File: config.mk
export PLATFORM = sky130hd
export DESIGN_NAME = bounded_deque_with_index_top
export DESIGN_NICKNAME = d
export VERILOG_FILES = /design/src/bdq_pkg.sv /design/src/bdq_ram.sv /design/src/bounded_deque_with_index_top.sv
export VERILOG_INCLUDE_DIRS = /design/src /design/src/src
export SDC_FILE = /design/constraint.sdc
export NUM_CORES = 2
export LEC_CHECK = 0
export BUFFER_PORTS_ARGS = -buffer_cell sky130_fd_sc_hd__buf_2
export CAP_MARGIN = 20
export CORE_AREA = 2 2 580 582
export DETAILED_ROUTE_END_ITERATION = 8
export DIE_AREA = 0 0 582 584
export MAX_ROUTING_LAYER = met4
export PLACE_DENSITY_LB_ADDON = 0.05
export SLEW_MARGIN = 10
export SYNTH_ARGS = -nofsm -noshare
export SYNTH_HDL_FRONTEND = slang
export SYNTH_HIERARCHICAL = 1
export SYNTH_SLANG_ARGS = --single-unit
File: constraint.sdc
create_clock -name clock -period 6.9 [get_ports clock]
set_input_delay 1.035 -clock clock [delete_from_list [all_inputs] [get_ports clock]]
set_output_delay 1.035 -clock clock [all_outputs]
set_load 0.02 [all_outputs]
File: src/bounded_deque_with_index_top_macros.svh
// ----------------------------------------------------------------------------
// bounded deque assertion macros
// concurrent assertion wrappers, empty when SYNTHESIS is defined
// ----------------------------------------------------------------------------
`ifndef BOUNDED_DEQUE_WITH_INDEX_TOP_MACROS_SVH
`define BOUNDED_DEQUE_WITH_INDEX_TOP_MACROS_SVH

`ifndef SYNTHESIS

// checked at every edge outside reset
`define BDQ_ASSERT(lbl, prop, msg) \
   lbl: assert property (@(posedge clock) disable iff (reset) prop) else $error(msg);

// checked at every edge, reset included
`define BDQ_ASSERT_ALWAYS(lbl, prop, msg) \
   lbl: assert property (@(posedge clock) prop) else $error(msg);

`else

`define BDQ_ASSERT(lbl, prop, msg)
`define BDQ_ASSERT_ALWAYS(lbl, prop, msg)

`endif

`endif

File: src/bdq_pkg.sv
// ----------------------------------------------------------------------------
// bdq_pkg
// types and constants shared by the bounded deque block
// ----------------------------------------------------------------------------
package bdq_pkg;

   localparam int CAPACITY = 64;
   localparam int DATA_W   = 32;
   localparam int IDX_W    = 6;
   localparam int ADDR_W   = $clog2(CAPACITY);
   localparam int CNT_W    = $clog2(CAPACITY + 1);

   typedef enum logic [2:0] {
      ACT_PUSH_FRONT = 3'd0,
      ACT_PUSH_BACK  = 3'd1,
      ACT_POP_FRONT  = 3'd2,
      ACT_POP_BACK   = 3'd3,
      ACT_READ_FRONT = 3'd4,
      ACT_READ_BACK  = 3'd5,
      ACT_READ_AT    = 3'd6,
      ACT_WRITE_AT   = 3'd7
   } action_type;

   typedef enum logic [1:0] {
      ST_OK    = 2'd0,
      ST_EMPTY = 2'd1,
      ST_OOB   = 2'd2,
      ST_FULL  = 2'd3
   } status_type;

   typedef struct packed {
      action_type               action;
      logic signed [DATA_W-1:0] value;
      logic [IDX_W-1:0]         index;
   } req_type;

   typedef struct packed {
      logic signed [DATA_W-1:0] data;
      status_type               status;
      logic [CNT_W-1:0]         count;
   } rsp_type;

endpackage

File: src/bdq_ram.sv
// ----------------------------------------------------------------------------
// bdq_ram
// generic simple dual-port ram, one write and one registered read port
// ----------------------------------------------------------------------------
module bdq_ram #(
   parameter int WIDTH = 32,
   parameter int DEPTH = 64
) (
   input  logic                     clock,
   input  logic                     wr_en,
   input  logic [$clog2(DEPTH)-1:0] wr_addr,
   input  logic [WIDTH-1:0]         wr_data,
   input  logic                     rd_en,
   input  logic [$clog2(DEPTH)-1:0] rd_addr,
   output logic [WIDTH-1:0]         rd_data
);

   logic [WIDTH-1:0] mem_ff [DEPTH];
   logic [WIDTH-1:0] rd_data_ff;

   always_ff @(posedge clock) begin
      if (wr_en) begin
         mem_ff[wr_addr] <= wr_data;
      end
      if (rd_en) begin
         rd_data_ff <= mem_ff[rd_addr];
      end
   end

   assign rd_data = rd_data_ff;

endmodule

File: src/bounded_deque_with_index_top.sv
// ----------------------------------------------------------------------------
// bounded_deque_with_index_top
// bounded double-ended queue of 32-bit values in a ring buffer ram
//
//   channel  direction  handshake             payload
//   req      in         req_valid/req_ready   bdq_pkg::req_type
//   rsp      out        rsp_valid/rsp_ready   bdq_pkg::rsp_type
//
// one item per cycle while no result is stalled, one result per item. the ram
// read port and the pending stage register the item at the accepting edge, and
// the output register then loads the result from them.
// the ring ram is read or written at most once per item, at accept.
// reset clears head and count; the ram holds no reset state.
// a stalled result holds the pending stage, which then holds req_ready low.
// ----------------------------------------------------------------------------
`include "bounded_deque_with_index_top_macros.svh"

module bounded_deque_with_index_top (
   input  logic             clock,
   input  logic             reset,
   input  logic             req_valid,
   output logic             req_ready,
   input  bdq_pkg::req_type req_item,
   output logic             rsp_valid,
   input  logic             rsp_ready,
   output bdq_pkg::rsp_type rsp_item
);

   import bdq_pkg::*;

   localparam int CMP_W = (CNT_W > IDX_W) ? CNT_W : IDX_W;
   localparam int SUM_W = ((ADDR_W > CMP_W) ? ADDR_W : CMP_W) + 1;

   function automatic logic [ADDR_W-1:0] slot_of(input logic [ADDR_W-1:0] head,
                                                 input logic [CMP_W-1:0]  pos);
      logic [SUM_W-1:0] s;
      s = SUM_W'(head) + SUM_W'(pos);
      if (s >= SUM_W'(CAPACITY)) begin
         s = s - SUM_W'(CAPACITY);
      end
      return s[ADDR_W-1:0];
   endfunction

   logic [ADDR_W-1:0] head_ff, head_in;
   logic [CNT_W-1:0]  count_ff, count_in;
   logic              pend_valid_ff, pend_valid_in;
   status_type        pend_status_ff, pend_status_in;
   logic [CNT_W-1:0]  pend_count_ff, pend_count_in;
   logic              pend_rd_ff, pend_rd_in;
   logic              rsp_valid_ff, rsp_valid_in;
   rsp_type           rsp_ff, rsp_in;

   logic              req_accept;
   logic              load_out;
   logic              wr_en, rd_en;
   logic [ADDR_W-1:0] wr_addr, rd_addr;
   logic [DATA_W-1:0] rd_data;
   logic              is_full, is_empty, idx_ok;
   logic [ADDR_W-1:0] head_dec;
   status_type        status_c;
   logic              rd_c;

   assign load_out   = pend_valid_ff && (!rsp_valid_ff || rsp_ready);
   assign req_ready  = !pend_valid_ff || load_out;
   assign req_accept = req_valid && req_ready;

   assign is_full  = (count_ff == CNT_W'(CAPACITY));
   assign is_empty = (count_ff == '0);
   assign idx_ok   = (CMP_W'(req_item.index) < CMP_W'(count_ff));
   assign head_dec = (head_ff == '0) ? ADDR_W'(CAPACITY - 1) : head_ff - ADDR_W'(1);

   always_comb begin
      head_in  = head_ff;
      count_in = count_ff;
      wr_en    = 1'b0;
      wr_addr  = head_ff;
      rd_en    = 1'b0;
      rd_addr  = head_ff;
      status_c = ST_OK;
      rd_c     = 1'b0;
      unique case (req_item.action)
         ACT_PUSH_FRONT: begin
            if (is_full) begin
               status_c = ST_FULL;
            end else begin
               head_in  = head_dec;
               wr_en    = 1'b1;
               wr_addr  = head_dec;
               count_in = count_ff + CNT_W'(1);
            end
         end
         ACT_PUSH_BACK: begin
            if (is_full) begin
               status_c = ST_FULL;
            end else begin
               wr_en    = 1'b1;
               wr_addr  = slot_of(head_ff, CMP_W'(count_ff));
               count_in = count_ff + CNT_W'(1);
            end
         end
         ACT_POP_FRONT: begin
            if (is_empty) begin
               status_c = ST_EMPTY;
            end else begin
               head_in  = slot_of(head_ff, CMP_W'(1));
               count_in = count_ff - CNT_W'(1);
            end
         end
         ACT_POP_BACK: begin
            if (is_empty) begin
               status_c = ST_EMPTY;
            end else begin
               count_in = count_ff - CNT_W'(1);
            end
         end
         ACT_READ_FRONT: begin
            if (is_empty) begin
               status_c = ST_EMPTY;
            end else begin
               rd_en = 1'b1;
               rd_c  = 1'b1;
            end
         end
         ACT_READ_BACK: begin
            if (is_empty) begin
               status_c = ST_EMPTY;
            end else begin
               rd_en   = 1'b1;
               rd_c    = 1'b1;
               rd_addr = slot_of(head_ff, CMP_W'(count_ff - CNT_W'(1)));
            end
         end
         ACT_READ_AT: begin
            if (!idx_ok) begin
               status_c = ST_OOB;
            end else begin
               rd_en   = 1'b1;
               rd_c    = 1'b1;
               rd_addr = slot_of(head_ff, CMP_W'(req_item.index));
            end
         end
         ACT_WRITE_AT: begin
            if (!idx_ok) begin
               status_c = ST_OOB;
            end else begin
               wr_en   = 1'b1;
               wr_addr = slot_of(head_ff, CMP_W'(req_item.index));
            end
         end
         default: begin
            status_c = ST_OK;
         end
      endcase
      if (!req_accept) begin
         head_in  = head_ff;
         count_in = count_ff;
         wr_en    = 1'b0;
         rd_en    = 1'b0;
      end
   end

   always_comb begin
      pend_valid_in  = pend_valid_ff;
      pend_status_in = pend_status_ff;
      pend_count_in  = pend_count_ff;
      pend_rd_in     = pend_rd_ff;
      rsp_valid_in   = rsp_valid_ff;
      rsp_in         = rsp_ff;
      if (rsp_valid_ff && rsp_ready) begin
         rsp_valid_in = 1'b0;
      end
      if (load_out) begin
         rsp_valid_in  = 1'b1;
         rsp_in.data   = pend_rd_ff ? rd_data : '0;
         rsp_in.status = pend_status_ff;
         rsp_in.count  = pend_count_ff;
         pend_valid_in = 1'b0;
      end
      if (req_accept) begin
         pend_valid_in  = 1'b1;
         pend_status_in = status_c;
         pend_count_in  = count_in;
         pend_rd_in     = rd_c;
      end
   end

   always_ff @(posedge clock) begin
      if (reset) begin
         head_ff       <= '0;
         count_ff      <= '0;
         pend_valid_ff <= 1'b0;
         rsp_valid_ff  <= 1'b0;
      end else begin
         head_ff       <= head_in;
         count_ff      <= count_in;
         pend_valid_ff <= pend_valid_in;
         rsp_valid_ff  <= rsp_valid_in;
      end
      pend_status_ff <= pend_status_in;
      pend_count_ff  <= pend_count_in;
      pend_rd_ff     <= pend_rd_in;
      rsp_ff         <= rsp_in;
   end

   bdq_ram #(
      .WIDTH (DATA_W),
      .DEPTH (CAPACITY)
   ) u_ring (
      .clock   (clock),
      .wr_en   (wr_en),
      .wr_addr (wr_addr),
      .wr_data (req_item.value),
      .rd_en   (rd_en),
      .rd_addr (rd_addr),
      .rd_data (rd_data)
   );

   assign rsp_valid = rsp_valid_ff;
   assign rsp_item  = rsp_ff;

   `BDQ_ASSERT(a_count_bound, count_ff <= CNT_W'(CAPACITY), "count above capacity")
   `BDQ_ASSERT(a_head_bound,
      head_ff < ADDR_W'(CAPACITY - 1) || head_ff == ADDR_W'(CAPACITY - 1),
      "head outside ring")
   `BDQ_ASSERT(a_full_count,
      rsp_valid_ff && rsp_ff.status == ST_FULL |-> rsp_ff.count == CNT_W'(CAPACITY),
      "full reported below capacity")
   `BDQ_ASSERT(a_empty_count,
      rsp_valid_ff && rsp_ff.status == ST_EMPTY |-> rsp_ff.count == '0,
      "empty reported with elements")
   `BDQ_ASSERT(a_fail_data,
      rsp_valid_ff && rsp_ff.status != ST_OK |-> rsp_ff.data == '0,
      "failed item carries data")
   `BDQ_ASSERT_ALWAYS(a_reset_clear,
      reset |=> count_ff == '0 && !rsp_valid_ff,
      "state not cleared by reset")

endmodule
After elaboration in Yosys (flattened, before gate mapping)
Memories as Yosys holds them, arrays and structs flattened. A register that Yosys moved wholly into a read port is not among the register bits.
Index checks and enable logic that the tools add are counted.
{"block": "word_totals", "mem_bits_rw": 2048, "register_bits": 66, "memories": 1, "wordCells": 89, "inputBits": 45}
{"name": "u_ring.mem_ff", "depth": 64, "word_bits": 32, "read_ports": 1, "rd_clocked_by_memory_dff": 1, "write_ports": 1, "line": "bdq_ram.sv:18", "source": "logic [WIDTH-1:0] mem_ff [DEPTH];"}
{"block": "classes", "n_reduce_logical": 19, "order_cmp": 5, "n_eq_ne": 9, "muxes": 34, "addsub": 11}
{"cell": "$mux 6", "n": 10}
{"cell": "$sub 6x1->6 const B", "n": 5}
{"cell": "$pmux 6 s2", "n": 2}
{"cell": "$mux 7", "n": 3}
{"cell": "$pmux 6 s3", "n": 1}
{"cell": "$add 6x7->8", "n": 2}
{"cell": "$ge 8x7->1 const B", "n": 2}
{"cell": "$ge 7x7->1 const B", "n": 2}
{"cell": "$pmux 7 s2", "n": 1}
{"cell": "$eq 3x3->1 const B", "n": 4}
{"cell": "$mux 1", "n": 12}
{"cell": "$reduce_or 2->1", "n": 4}
{"cell": "$add 6x1->7 const B", "n": 1}
{"cell": "$add 6x6->7", "n": 1}
{"cell": "$add 7x1->7 const B", "n": 1}
{"cell": "$eq 7x7->1 const B", "n": 1}
{"cell": "$logic_not 7->1", "n": 1}
{"cell": "$lt 6x7->1", "n": 1}
{"cell": "$sub 7x1->7 const B", "n": 1}
{"cell": "$eq 3x2->1 const B", "n": 2}
{"cell": "$logic_not 6->1", "n": 1}
{"cell": "$pmux 2 s3", "n": 1}
{"cell": "$reduce_bool 2->1", "n": 3}
{"cell": "$mux 2", "n": 2}
{"cell": "other kinds (9)", "n": 14}

Depth between registers and ports, before layout
{"block": "logic_depth", "word_depth": 8, "ltp_mapped": 19, "depth_no_buf": 15}

Hierarchy
The synthesis kept the hierarchy.
{"mod": "bdq_ram", "n_inst": 1, "area_per_inst_um2": 78835.6, "cells_per_inst": 3324, "seq_area_each_um2": 62459.9}
{"mod": "bounded_deque_with_index_top", "n_inst": 1, "area_per_inst_um2": 4294.1, "cells_per_inst": 429, "seq_area_each_um2": 1831.8}

Least setup slack after synthesis
Ideal clock, no wire load.
{"block": "synth_path", "path_kind": "input to register", "startpoint": "input req_item[1] (netlist name)", "endpoint": "memory u_ring.mem_ff[49][0] (enable)", "t_required_ns": 6.439, "path_buffers": 1, "t_arrival_ns": 5.084, "path_slack_ns": 1.356, "stages": 10, "path_cell_list": "ha_1 a211oi_1 nor3_1 or3b_2 nand2_1 xor2_1 o22ai_1 clkbuf_1 nand4_1 nor3_1"}
{"element": "start: declaration", "line": "bounded_deque_with_index_top.sv:23", "source": "input bdq_pkg::req_type req_item,"}
{"element": "$add 6x6->7", "line": "bounded_deque_with_index_top.sv:37", "source": "s = SUM_W'(head) + SUM_W'(pos);"}
{"element": "$sub 6x1->6 / $ge 7x7->1 (equally long branches)", "line": "bounded_deque_with_index_top.sv:39, bounded_deque_with_index_top.sv:38"}
{"element": "$mux 6", "line": "bounded_deque_with_index_top.sv:38", "source": "if (s >= SUM_W'(CAPACITY)) begin"}
{"element": "$mux 6 (*)"}
{"element": "$pmux 6 s3 (*)", "line": "bounded_deque_with_index_top.sv:81", "source": "unique case (req_item.action)"}
{"element": "named net wr_addr[5]", "line": "bounded_deque_with_index_top.sv:56", "source": "logic [ADDR_W-1:0] wr_addr, rd_addr;"}
{"element": "end: declaration", "line": "bdq_ram.sv:18"}
The timed path passes the listed nets; every way through them passes the cells marked *.

Worst setup path after layout
{"block": "layout_path", "startpoint": "register count_ff[5]", "endpoint": "register u_ring.rd_data_ff[22], in the netlist u_ring/rd_data[22] (read register of u_ring.mem_ff) (data pin)"}
{"block": "layout_between", "elab_chain_cells": 6}
{"element": "start: declaration", "line": "bounded_deque_with_index_top.sv:45", "source": "logic [CNT_W-1:0] count_ff, count_in;"}
{"element": "start signal: assignment", "line": "bounded_deque_with_index_top.sv:195", "source": "count_ff <= count_in;"}
{"element": "$sub 7x1->7", "line": "bounded_deque_with_index_top.sv:130", "source": "rd_addr = slot_of(head_ff, CMP_W'(count_ff - CNT_W'(1)));"}
{"element": "$add 6x7->8", "line": "bounded_deque_with_index_top.sv:37"}
{"element": "$ge 8x7->1", "line": "bounded_deque_with_index_top.sv:38"}
{"element": "$mux 6", "line": "bounded_deque_with_index_top.sv:38"}
{"element": "$mux 6", "line": "bounded_deque_with_index_top.sv:125", "source": "if (is_empty) begin"}
{"element": "$pmux 6 s2 (*)", "line": "bounded_deque_with_index_top.sv:81"}
{"element": "named net rd_addr[0]", "line": "bounded_deque_with_index_top.sv:56"}
{"element": "end: declaration", "line": "bdq_ram.sv:19", "source": "logic [WIDTH-1:0] rd_data_ff;"}
Marks and branches as above.
A chain may end at the register's enable or synchronous reset.

==> impl_summary.md <==
Timing
For this run, the top clock speed supported by timing is 0.1594 GHz. Clock skew on the completed layout was measured at approximately 0.027 ns. Setup repair after global routing left no endpoint under its margin. The setup TNS is 0 ns. The post-layout worst setup margin is approximately 0.63 ns. In this run the tightest slew margin relative to its limit is approximately a quarter. The shortest period the worst path allows is about 6.3 ns. The slew at the pin closest to its max-slew limit is 1.105 ns. The hold violation total from the final report is 0. Setup violations remaining at the end of the flow were counted as 0.

Dividing the final minimum period by the clock period gives 90.94%. The number of max-slew violations in the final report is 0.

Pwr
Of the total power, registers draw 48.6%. The total power density per cell area is 300.8 mW/mm^2. Summed over all cells, the static leakage comes to roughly 30 nW. Combinational logic is responsible for 9.1% of the overall power. Cell internal power was estimated by the tool at 0.02263 W. The clock network is responsible for 42.3% of the overall power. For this design the total switching power over the nets is a little over 0.007 W. Of the total power, the share spent switching nets is 23.94%.

VDD sags by at most approximately 0.00022 V.

Clock tree
The clock transition time at the flip-flop clock pins of the worst setup and hold paths is 0.06 ns. TritonCTS created 245 clock buffers. The post-cts gate resize count is 0.

The tree is rooted in a clkbuf_16. At the later pin of the worst-skew pair, clock insertion delay measures 0.92 ns. CTS saw 2146 sinks. The number of buffers inserted by hold repair at cts is 0.

The clock tree from TritonCTS is yes. The maximum number of buffers from clock root to sink is 4. The H-tree depth is 4. The number of setup buffers added after CTS is 0.

Synthesis
Counting every instance in the synthesized netlist gives 3753. The mapped cell area is 0.08313 sq mm. The most repeated cell in the gate-level netlist after synthesis is edfxtp_1. The most instantiated flip-flop cell in the synthesis netlist is edfxtp_1.

The synthesized netlist contains 77 unique library cells. The commonest cells after synthesis are edfxtp_1 (2131), mux4_2 (544), nor2_1 (162). After synthesis, the cell types taking the most area are edfxtp_1 (77%), mux4_2 (15%), mux2i_1 (1.1%), nor2_1 (0.73%), o22ai_1 (0.68%).

Counting flops and latches in the post-synthesis netlist gives 2146. The mean cell area of the mapped netlist is 22.15 sq um. The number of warning messages in the yosys log is 6. The fraction of registers with async set or reset after synthesis is 0%. Sequential cells were found to cover 77.34% of the synthesized design area. The number of flops mapped to enable cells by yosys is around 2100. The number of nets in the synthesized netlist is about 3800. The synthesized design spends more area on one cell type than any other, namely edfxtp_1.

Of the post-synthesis cell area, the dominant cell type holds about three quarters.

Floorplanning
In this run the horizontal extent of the chip is 582 um. The starting density of the core is between 20% and 30%. The number of top-level design ports is 88.

After floorplanning, the core was sized to cover 0.3329 sq mm. Row generation in the floorplan step produced between 200 and 250 rows. Measured along the y axis, the die boundary spans between 500 and 600 um. The die covers 0.3399 sq mm.

Finish
Measured on the finished design, the core utilization comes to around 30%. For this run, the post-layout net count is 4231. Compared with the post-synthesis result, the final layout area differs by 18.98%. The share of final-layout standard cells stronger than drive strength 1 is just over 30%. The final instance area is 0.09891 sq mm.

Detailed routing
The detailed router finished its first iteration with 3540 violations. The detailed-router iteration count before antenna repair is 5. The routed layout has 40650 vias. The count of antenna-violating nets left after detailed routing is 0. For this block, the routed nets add up to about 290 mm of wire. Dividing the detail-routed wire length by the instance count gives 32.92 um.

The via density per instance is between 4 and 5. The final routed DRC violation total is 0.

Placed design
The post-detailed-placement cell area is 0.09136 sq mm. The final weighted congestion in routability-driven placement is ~0.72. The number of port buffers is 87.

The half-perimeter wire length after detailed placement is around 170 mm. Timing analysis after detailed placement gives a worst setup slack of about 0.27 ns.

Worst setup path
The sort of element at the start of the critical path is a flip-flop. Among all stages on the critical path, the largest delay is contributed by a21oi_1. For the worst setup path, the data required time is about 7.5 ns. Among the stages of the critical path, the cell type that occurs most often is a21oi_1. Data arrives at the worst endpoint at 6.89 ns. The class of the most critical setup path is flip-flop to flip-flop. The largest single stage delay on the critical path is approximately 0.80 ns. The signal on the critical path passes through clkinv_1 -> buf_4 -> ha_1 -> a21oi_1 -> a21oi_1 -> a21o_1 -> nor2_1 -> o21ai_0 -> a221o_4 -> buf_12 -> buf_12 -> mux4_2 -> mux2i_1 -> a21oi_1 -> a21oi_1 -> nor2_1. The category of the worst setup path capture point is a flip-flop. The maximum fanout count along the critical path is 32.

Hold path
The min-delay analysis places its worst path in the category primary input to flip-flop.

Flow run
The number of max-capacitance violations reported is 0.

GRT
The number of global-route vias before repair is 43220. The aggregate global-route resource usage is 17.31%. Entering global routing, the biggest net connects 68 pins.

The number of antenna violations at the first check in global routing is 25. The first global-routing pass estimated 391.0 mm of wire. Summed over all layers, the global routing overflow is 0.

Status
The flow ran to the end, and the final reports show no timing, DRC or antenna violations.
-- power by group through the flow --
stage | logic (W) | clock network (W) | registers (W)
6_report | 0.00271 | 0.0126 | 0.0145
5_1_grt | 0.00291 | 0.0135 | 0.0145
4_1_cts | 0.00283 | 0.0130 | 0.0145
3_5_place_dp | 0.00282 | 0 | 0.0147
3_3_place_gp | 0.00283 | 0 | 0.0147
2_1_floorplan | 0.00143 | 0 | 0.0147
-- stage by stage --
| step | std cells | hold WS, ns | power [W] |
|---|---|---|---|
| 2_1_floorplan | 3753 | 0.4003 | 0.01615 |
| 3_3_place_gp | 8298 | 0.4068 | 0.01757 |
| 3_5_place_dp | 8298 | 0.4057 | 0.01756 |
| 4_1_cts | 8739 | 0.3321 | 0.03031 |
| 5_1_grt | 8740 | 0.3916 | 0.03083 |
| 6_report | 8746 | 0.4166 | 0.02975 |
-- registers in the layout, indices dropped and copies added, names as in the netlist --
signal,count
pend_rd_ff,1
rsp_item,41
count_ff,7
u_ring/mem_ff,2048
head_ff,6
u_ring/rd_data,32
pend_status_ff,2
pend_count_ff,7
rsp_valid,1
pend_valid_ff,1
-- layout by cell type, fill, tap and decap left out, types with 11 or more instances in the layout --
cell type,synthesis,final
clkbuf_1,89,62
nor3_1,20,18
o21ai_0,23,22
bufinv_16,0,18
mux2i_1,94,94
edfxtp_1,2131,2131
inv_1,19,19
nand3_1,18,18
o22ai_1,90,90
o221ai_1,29,28
nand2_1,41,40
nand2b_1,12,11
nor2_4,0,62
nor2_1,162,99
clkbuf_16,0,247
a21oi_1,90,90
a22oi_1,13,13
buf_4,25,225
and2_1,37,36
nor2b_1,24,21
mux4_2,544,544
buf_2,64,87
dfxtp_1,15,15
buf_12,0,53
clkinv_2,0,37
ha_1,25,25
and3_1,11,11
clkinv_1,1,67
-- logic make-up after synthesis --
logic type,share of synthesized area (%)
fa+ha+maj,0.4485
flops,77.34
buf+inv,1.297
mux,15.87
compound gates,2.654
xor+xnor,0.1686
simple gates,2.223
-- worst max-delay path, delay by kind of cell, from the launching register on --
| kind | cells | cell delay, ns |
|---|---|---|
| multiplexers | 2 | 1.13 |
| AO/OA/AOI/OAI | 7 | 2.56 |
| flip-flops | 1 | 0.66 |
| buffers and inverters | 4 | 0.93 |
| AND/OR/NAND/NOR | 2 | 0.19 |
| adder cells (fa/ha/maj) | 1 | 0.32 |
-- layout make-up --
type	instances	area [sq um]
inverters	20	75.07
flip-flops and latches	2146	64290
clock inverters	132	1120
well taps	4387	5489
diodes	7	17.52
multi-input cells	1380	18320
repair buffers	365	3186
fillers	32160	234000
clock buffers	309	6414
-- path summary, 6_finish.rpt --
path,start,cells after the start,end,slack [ns]
worst max register to register,count_ff[5]$_SDFF_PP0_,16,u_ring/rd_data[22]$_DFFE_PP_,0.63
worst min register to register,pend_count_ff[0]$_DFFE_PP_,0,rsp_item[0]$_DFFE_PP_,0.42
worst max-delay path,count_ff[5]$_SDFF_PP0_,16,u_ring/rd_data[22]$_DFFE_PP_,0.63
worst min-delay path,req_valid,3,pend_valid_ff$_SDFFE_PP0P_,0.42
-- routing by layer --
layer,part of all wire (%),track usage [%],vias up
li1,-,-,16780
met1,46,23.71,22700
met2,48,27.97,846
met3,3.6,1.824,319
met4,1.8,3.396,0
met5,0,-,-
(Power assumes the default switching activity.)
